### src/design/deq_pkg.sv
// Shared types and constants for the double-ended queue.
`default_nettype none
package deq_pkg;

  localparam int DEPTH_DEF = 16;
  localparam int DATA_W    = 32;
  localparam int OP_W      = 3;

  // Result of a pop on an empty queue
  localparam logic [DATA_W-1:0] INT_MAX = 32'h7FFF_FFFF;

  typedef enum logic [OP_W-1:0] {
    OP_PUSH_BACK  = 3'd0,
    OP_PUSH_FRONT = 3'd1,
    OP_POP_FRONT  = 3'd2,
    OP_POP_BACK   = 3'd3,
    OP_CLEAR      = 3'd4
  } op_t;

endpackage
`default_nettype wire

### src/design/deq_ram.sv
// Entry store: one write port, one read port with registered read data.
`default_nettype none
module deq_ram #(
  parameter int DEPTH  = deq_pkg::DEPTH_DEF,
  parameter int ADDR_W = $clog2(DEPTH)
) (
  input  wire logic                        clk,
  input  wire logic                        wr_en,
  input  wire logic [ADDR_W-1:0]           wr_addr,
  input  wire logic [deq_pkg::DATA_W-1:0]  wr_data,
  input  wire logic                        rd_en,
  input  wire logic [ADDR_W-1:0]           rd_addr,
  output logic      [deq_pkg::DATA_W-1:0]  rd_data
);

  logic [deq_pkg::DATA_W-1:0] mem [DEPTH];

  always_ff @(posedge clk) begin
    if (wr_en) begin
      mem[wr_addr] <= wr_data;
    end
  end

  always_ff @(posedge clk) begin
    if (rd_en) begin
      rd_data <= mem[rd_addr];
    end
  end

endmodule
`default_nettype wire

### src/design/double_ended_queue.sv
// Double-ended queue: ring buffer in a synchronous memory, front/back pointers and count.
// Pipeline: an accepted transaction passes through the entry store read and then
//   the output register before its result is valid.
// Throughput: one transaction per cycle unless the output is stalled; pointers and count
//   update at acceptance, so back-to-back requests never wait on the memory read.
// Reset: pointers and count return to zero; the entry store is not cleared.
`default_nettype none
module double_ended_queue #(
  parameter int DEPTH  = deq_pkg::DEPTH_DEF,
  parameter int ADDR_W = $clog2(DEPTH),
  parameter int CNT_W  = $clog2(DEPTH + 1)
) (
  input  wire logic                              clk,
  input  wire logic                              rst_n,
  input  wire logic                              in_valid,
  output logic                                   in_stall,
  input  wire logic [deq_pkg::OP_W-1:0]          in_op,
  input  wire logic signed [deq_pkg::DATA_W-1:0] in_value,
  output logic                                   out_valid,
  input  wire logic                              out_stall,
  output logic signed [deq_pkg::DATA_W-1:0]      out_popped_value,
  output logic                                   out_empty_error,
  output logic                                   out_full_error,
  output logic      [CNT_W-1:0]                  out_item_count
);

  typedef struct packed {
    logic             pop;
    logic             empty_err;
    logic             full_err;
    logic [CNT_W-1:0] count;
  } s1_info_t;

  logic [ADDR_W-1:0] front_r, front_nxt;
  logic [ADDR_W-1:0] back_r, back_nxt;
  logic [CNT_W-1:0]  count_r, count_nxt;
  logic              s1_vld_r, s1_vld_nxt;
  s1_info_t          s1_r, s1_nxt;
  logic              out_vld_r, out_vld_nxt;
  logic [deq_pkg::DATA_W-1:0] out_data_r, out_data_nxt;
  logic              out_empty_r, out_full_r;
  logic [CNT_W-1:0]  out_cnt_r;

  logic              in_acc, s1_move, out_take;
  logic              is_full, is_empty;
  logic              wr_en, rd_en;
  logic [ADDR_W-1:0] wr_addr, rd_addr;
  logic [ADDR_W-1:0] front_inc, front_dec, back_inc, back_dec;
  logic [deq_pkg::DATA_W-1:0] rd_data;

  function automatic logic [ADDR_W-1:0] slot_inc(input logic [ADDR_W-1:0] p);
    return (p == ADDR_W'(DEPTH - 1)) ? '0 : p + ADDR_W'(1);
  endfunction

  function automatic logic [ADDR_W-1:0] slot_dec(input logic [ADDR_W-1:0] p);
    return (p == '0) ? ADDR_W'(DEPTH - 1) : p - ADDR_W'(1);
  endfunction

  // Handshake: s1 advances into the output register whenever that is free
  assign out_take = out_vld_r && !out_stall;
  assign s1_move  = s1_vld_r && (!out_vld_r || !out_stall);
  assign in_stall = s1_vld_r && !s1_move;
  assign in_acc   = in_valid && !in_stall;

  assign is_full   = (count_r == CNT_W'(DEPTH));
  assign is_empty  = (count_r == '0);
  assign front_inc = slot_inc(front_r);
  assign front_dec = slot_dec(front_r);
  assign back_inc  = slot_inc(back_r);
  assign back_dec  = slot_dec(back_r);

  // Pointer, count and memory access for the accepted transaction
  always_comb begin
    front_nxt = front_r;
    back_nxt  = back_r;
    count_nxt = count_r;
    wr_en     = 1'b0;
    wr_addr   = back_r;
    rd_en     = 1'b0;
    rd_addr   = front_r;
    s1_nxt    = '{pop: 1'b0, empty_err: 1'b0, full_err: 1'b0, count: count_r};
    if (in_acc) begin
      unique case (deq_pkg::op_t'(in_op))
        deq_pkg::OP_PUSH_BACK: begin
          if (is_full) begin
            s1_nxt.full_err = 1'b1;
          end else begin
            wr_en     = 1'b1;
            wr_addr   = back_r;
            back_nxt  = back_inc;
            count_nxt = count_r + CNT_W'(1);
          end
        end
        deq_pkg::OP_PUSH_FRONT: begin
          if (is_full) begin
            s1_nxt.full_err = 1'b1;
          end else begin
            wr_en     = 1'b1;
            wr_addr   = front_dec;
            front_nxt = front_dec;
            count_nxt = count_r + CNT_W'(1);
          end
        end
        deq_pkg::OP_POP_FRONT: begin
          if (is_empty) begin
            s1_nxt.empty_err = 1'b1;
          end else begin
            rd_en      = 1'b1;
            rd_addr    = front_r;
            front_nxt  = front_inc;
            count_nxt  = count_r - CNT_W'(1);
            s1_nxt.pop = 1'b1;
          end
        end
        deq_pkg::OP_POP_BACK: begin
          if (is_empty) begin
            s1_nxt.empty_err = 1'b1;
          end else begin
            rd_en      = 1'b1;
            rd_addr    = back_dec;
            back_nxt   = back_dec;
            count_nxt  = count_r - CNT_W'(1);
            s1_nxt.pop = 1'b1;
          end
        end
        deq_pkg::OP_CLEAR: begin
          front_nxt = '0;
          back_nxt  = '0;
          count_nxt = '0;
        end
        default: begin
        end
      endcase
      s1_nxt.count = count_nxt;
    end
  end

  deq_ram #(
    .DEPTH  (DEPTH),
    .ADDR_W (ADDR_W)
  ) u_ram (
    .clk     (clk),
    .wr_en   (wr_en),
    .wr_addr (wr_addr),
    .wr_data (deq_pkg::DATA_W'(in_value)),
    .rd_en   (rd_en),
    .rd_addr (rd_addr),
    .rd_data (rd_data)
  );

  always_comb begin
    priority if (in_acc) begin
      s1_vld_nxt = 1'b1;
    end else if (s1_move) begin
      s1_vld_nxt = 1'b0;
    end else begin
      s1_vld_nxt = s1_vld_r;
    end

    priority if (s1_move) begin
      out_vld_nxt = 1'b1;
    end else if (out_take) begin
      out_vld_nxt = 1'b0;
    end else begin
      out_vld_nxt = out_vld_r;
    end

    priority if (s1_r.pop) begin
      out_data_nxt = rd_data;
    end else if (s1_r.empty_err) begin
      out_data_nxt = deq_pkg::INT_MAX;
    end else begin
      out_data_nxt = '0;
    end
  end

  always_ff @(posedge clk) begin
    if (!rst_n) begin
      front_r   <= '0;
      back_r    <= '0;
      count_r   <= '0;
      s1_vld_r  <= 1'b0;
      out_vld_r <= 1'b0;
    end else begin
      front_r   <= front_nxt;
      back_r    <= back_nxt;
      count_r   <= count_nxt;
      s1_vld_r  <= s1_vld_nxt;
      out_vld_r <= out_vld_nxt;
    end
  end

  // Payload: hold while stalled
  always_ff @(posedge clk) begin
    if (in_acc) begin
      s1_r <= s1_nxt;
    end
    if (s1_move) begin
      out_data_r  <= out_data_nxt;
      out_empty_r <= s1_r.empty_err;
      out_full_r  <= s1_r.full_err;
      out_cnt_r   <= s1_r.count;
    end
  end

  assign out_valid        = out_vld_r;
  assign out_popped_value = out_data_r;
  assign out_empty_error  = out_empty_r;
  assign out_full_error   = out_full_r;
  assign out_item_count   = out_cnt_r;

  a_count_range: assert property (@(posedge clk) disable iff (!rst_n)
    count_r <= CNT_W'(DEPTH))
    else $error("entry count beyond depth");

  a_ptr_meet: assert property (@(posedge clk) disable iff (!rst_n)
    (count_r == '0 || count_r == CNT_W'(DEPTH)) |-> front_r == back_r)
    else $error("pointers disagree with empty or full count");

  a_no_idle_stall: assert property (@(posedge clk) disable iff (!rst_n)
    !s1_vld_r |-> !in_stall)
    else $error("input stalled with read stage empty");

  a_one_flag: assert property (@(posedge clk) disable iff (!rst_n)
    out_vld_r |-> !(out_empty_r && out_full_r))
    else $error("empty and full errors on one transaction");

endmodule
`default_nettype wire
### config.mk
export PLATFORM = sky130hd
export DESIGN_NAME = double_ended_queue
export DESIGN_NICKNAME = d
export VERILOG_FILES = /design/src/design/deq_pkg.sv /design/src/design/deq_ram.sv /design/src/design/double_ended_queue.sv
export SDC_FILE = /design/constraint.sdc
export NUM_CORES = 1
export LEC_CHECK = 0
export ABC_CLOCK_PERIOD_IN_PS = 5700
export BUFFER_PORTS_ARGS = -buffer_cell sky130_fd_sc_hd__buf_2
export CORE_ASPECT_RATIO = 1.5
export CORE_MARGIN = 2
export CORE_UTILIZATION = 45
export CTS_CLUSTER_DIAMETER = 40
export CTS_CLUSTER_SIZE = 30
export DETAILED_ROUTE_END_ITERATION = 8
export PLACE_DENSITY = 0.64
export SLEW_MARGIN = 5
export SYNTH_ARGS = -nofsm -noshare
export SYNTH_HDL_FRONTEND = slang
export SYNTH_SLANG_ARGS = --single-unit
### constraint.sdc
create_clock -name clk -period 5.7 [get_ports clk]
set_clock_uncertainty 0.2 [all_clocks]
set_input_delay 0.855 -clock clk [delete_from_list [all_inputs] [get_ports clk]]
set_output_delay 0.855 -clock clk [all_outputs]
set_load 0.02 [all_outputs]
==> qor.txt <==
Status: complete, no violations
Power Density: 313 nW/µm²
Die ar.: 63500 µm²
Layout area overhead: 11.4%
Commonest non-fill, non-tap cell in the layout: edfxtp_1
R2r setup slk: 1.56 ns
Syn_area_per_cell: 18.2 µm²
Number of flops mapped to enable cells by yosys: 591
Filler cell count in the final layout: 4822
CP max FO: 32
Clock-pin slew on the worst setup and hold paths: 0.08 ns
Final min period: 4.14 ns
Hpwl dp: 40700 µm
Worst slew pin tran: 1.26 ns
Main combinational cell family by area after synthesis: multiplexers
RR Endpoint: u_ram.mem[14][22]
Post CTS Setup Buffer Count: 0
Starting Density: 45.4%
Fraction of layout cells with a size suffix above 1: 31.1%
CTS Hold Bufs: 0
Commonest cells after routing, fill and taps aside: 591 x edfxtp_1, 256 x mux4_2, 201 x nand2_1
# rows: 111
Die W: 206 µm
FMAX: 0.242 GHz
Final setup viols: 0
GRT Total Usage: 22.4%
Routed wire length: 68900 µm
Post-synthesis mux area share: 22.3%
Synth Register Bits: 606
Async set or reset register ratio after synthesis: 0%
Clk root buf: clkbuf_16
CP Launch Type: register
DRC violation count after routing: 0
Switching Share: 25.3%
Post-synthesis compound-gate area fraction: 4.72%
Req. time, crit path: 5.70 ns
Worst min-delay path class: register to register
Antenna viol nets, final: 0
Storage element area: 18100 µm²
Final Util: 50.5%
Num CTS Buffers: 51
Number of buffers added on ports: 79
Setup ws final: 1.56 ns
Post-Synth Adder-Cell Area: 0.272%
Post-synthesis sequential area ratio: 65.3%
Gpl congestion: 0.804
CTS resizes: 0
RSZ-0062 raised after global routing: no
CP endpoint kind: register
Worst EP arrival: 4.14 ns
Max Cap Viol: 0
Clk pwr share: 38.3%
DR iter-0 viols: 1443
Layout Nets: 1630
CORE AREA: 61000 µm²
R2r startpoint: count_r[0]
Cell Area, Synth: 27700 µm²
Max Slew Vio Count: 0
Dominant cells by area after synthesis: edfxtp_1 64%, mux4_2 21%, nand2_1 2.7%
Setup TNS: 0 ns
H-Tree Depth: 2
Via density: 6.33
Post-Synthesis Cells: 1523
Antenna violations before repair: 2
CP Launch Point: count_r[0]
Pleak: 9.54 nW
Psw: 0.00244 W
Reg power frac: 51.8%
Final hold vios: 0
R2R cell count: 7
Biggest area consumer among synthesized cells: edfxtp_1
Post-Place Worst Slack: 1.36 ns
Number of global-route vias before repair: 16200
CP Class: register to register
Worst slew margin: 15.9%
Clock Sinks: 606
Pint: 0.00720 W
Boundary pin count: 80
Synth Area in XOR/XNOR: 0.0950%
Synth Area in Simple Gates: 5.10%
First-pass DRT Iterations: 6
Maximum clock path buffer count: 3
DR WL/cell: 28.5 µm
Period utilization: 72.6%
Pin count of the biggest net entering global routing: 134
DR vias: 15300
Maximum vdd drop: 223 µV
Yosys Warn Count: 0
First-pass GRT wire length: 104000 µm
Tot Pwr: 0.00964 W
Die Height: 308 µm
CTS tree: built
Worst setup path end: u_ram.mem[14][22]
Area fraction of the dominant cell type after synthesis: 64.2%
Gate power share: 9.9%
Overflow after GRT: 0
Worst skew pair latency: 0.63 ns
Count of different cell masters after synthesis: 62
Synth Flop Type: edfxtp_1
Area taken by multi-input logic gates: 9100 µm²
Post-synthesis net count: 1568
[worst min-delay path by stage]
stage,cells after the start,slack [ns],startpoint,end
finish,0,0.22,s1_r[1],out_item_count[1]
global route,0,0.22,s1_r[1],out_item_count[1]
global placement,0,0.20,s1_r[0],out_item_count[0]
CTS,0,0.22,s1_r[0],out_item_count[0]
detailed placement,0,0.21,s1_r[4],out_item_count[4]
floorplan,0,0.20,s1_r[5],out_full_error
[metal layers]
metal	global-route usage (%)	vias to the layer above	wire length, µm	share of wire, %
li1	-	6469	-	-
met5	0	-	32	0.046
met3	2.70	141	3060	4.4
met4	10.3	4	3360	4.9
met1	26.8	8193	25600	37
met2	39.9	503	36800	53
[registers in the layout, summed over array words and instances, names as in the netlist]
name / flops
out_valid: 1
out_item_count: 5
front_r: 4
count_r: 5
out_popped_value: 32
out_full_error: 1
s1_r: 8
out_empty_error: 1
back_r: 4
u_ram.mem: 512
u_ram.rd_data: 32
s1_vld_r: 1
[cell families after synthesis]
logic type / count (synthesis)
compound gates: 169
mux: 295
flops: 606
buf+inv: 131
fa+ha+maj: 6
xor+xnor: 3
simple gates: 313
[power groups by stage]
stage                     registers (W)  logic, W  clock network (W)
after floorplan                 0.00510  0.000636                  0
after global placement          0.00509  0.000952                  0
after detailed placement        0.00509  0.000963                  0
after CTS                       0.00499  0.000965            0.00376
after global routing            0.00500   0.00102            0.00391
final                           0.00499  0.000952            0.00369
[worst max-delay path, cell delays in order, from the launching register on]
cell       delay [ns]
dfxtp_1          0.46
inv_1            0.14
ha_1             0.28
nand4bb_1        0.27
and2_0           0.32
nand3_1          0.22
o21ai_1          0.61
and3_2           1.17
[synth_stat cells, types with 2 or more instances]
cell type,number
a32o_1,32
a211oi_1,36
dfxtp_1,15
nor3_1,14
and2_0,7
o21ai_0,13
nand4_1,2
nor2b_1,4
xor2_1,2
a311oi_1,34
mux4_2,256
nand3_1,8
buf_4,8
o21bai_1,2
nand3b_1,2
inv_1,14
o21a_1,2
a21oi_1,28
buf_12,3
clkbuf_1,77
and2_1,29
buf_1,2
o211ai_1,2
a22oi_1,2
buf_6,3
edfxtp_1,591
nor3b_1,2
nor2_1,22
ha_1,6
nand2b_1,4
buf_2,22
nand2_1,202
and3_1,9
o31ai_1,2
mux2i_1,37
a22o_1,3
[metrics by stage]
stage	instance area, µm²	std cells	hold slack, ns
after global placement	29000	2323	0.204
after global routing	30800	2417	0.224
after floorplan	27700	1523	0.200
after CTS	30800	2417	0.223
final	30800	2418	0.222
after detailed placement	29000	2323	0.206
[layout make-up]
type                            count  area share (%)
Tap cell                          791            3.21
Timing Repair Buffer              125            2.69
Clock inverter                     41            1.55
Clock buffer                       53            4.24
Antenna cell                        1         0.00812
Inverter                           15           0.183
Sequential cell                   606            58.6
Multi-Input combinational cell    786            29.5
(Power assumes the default switching activity.)
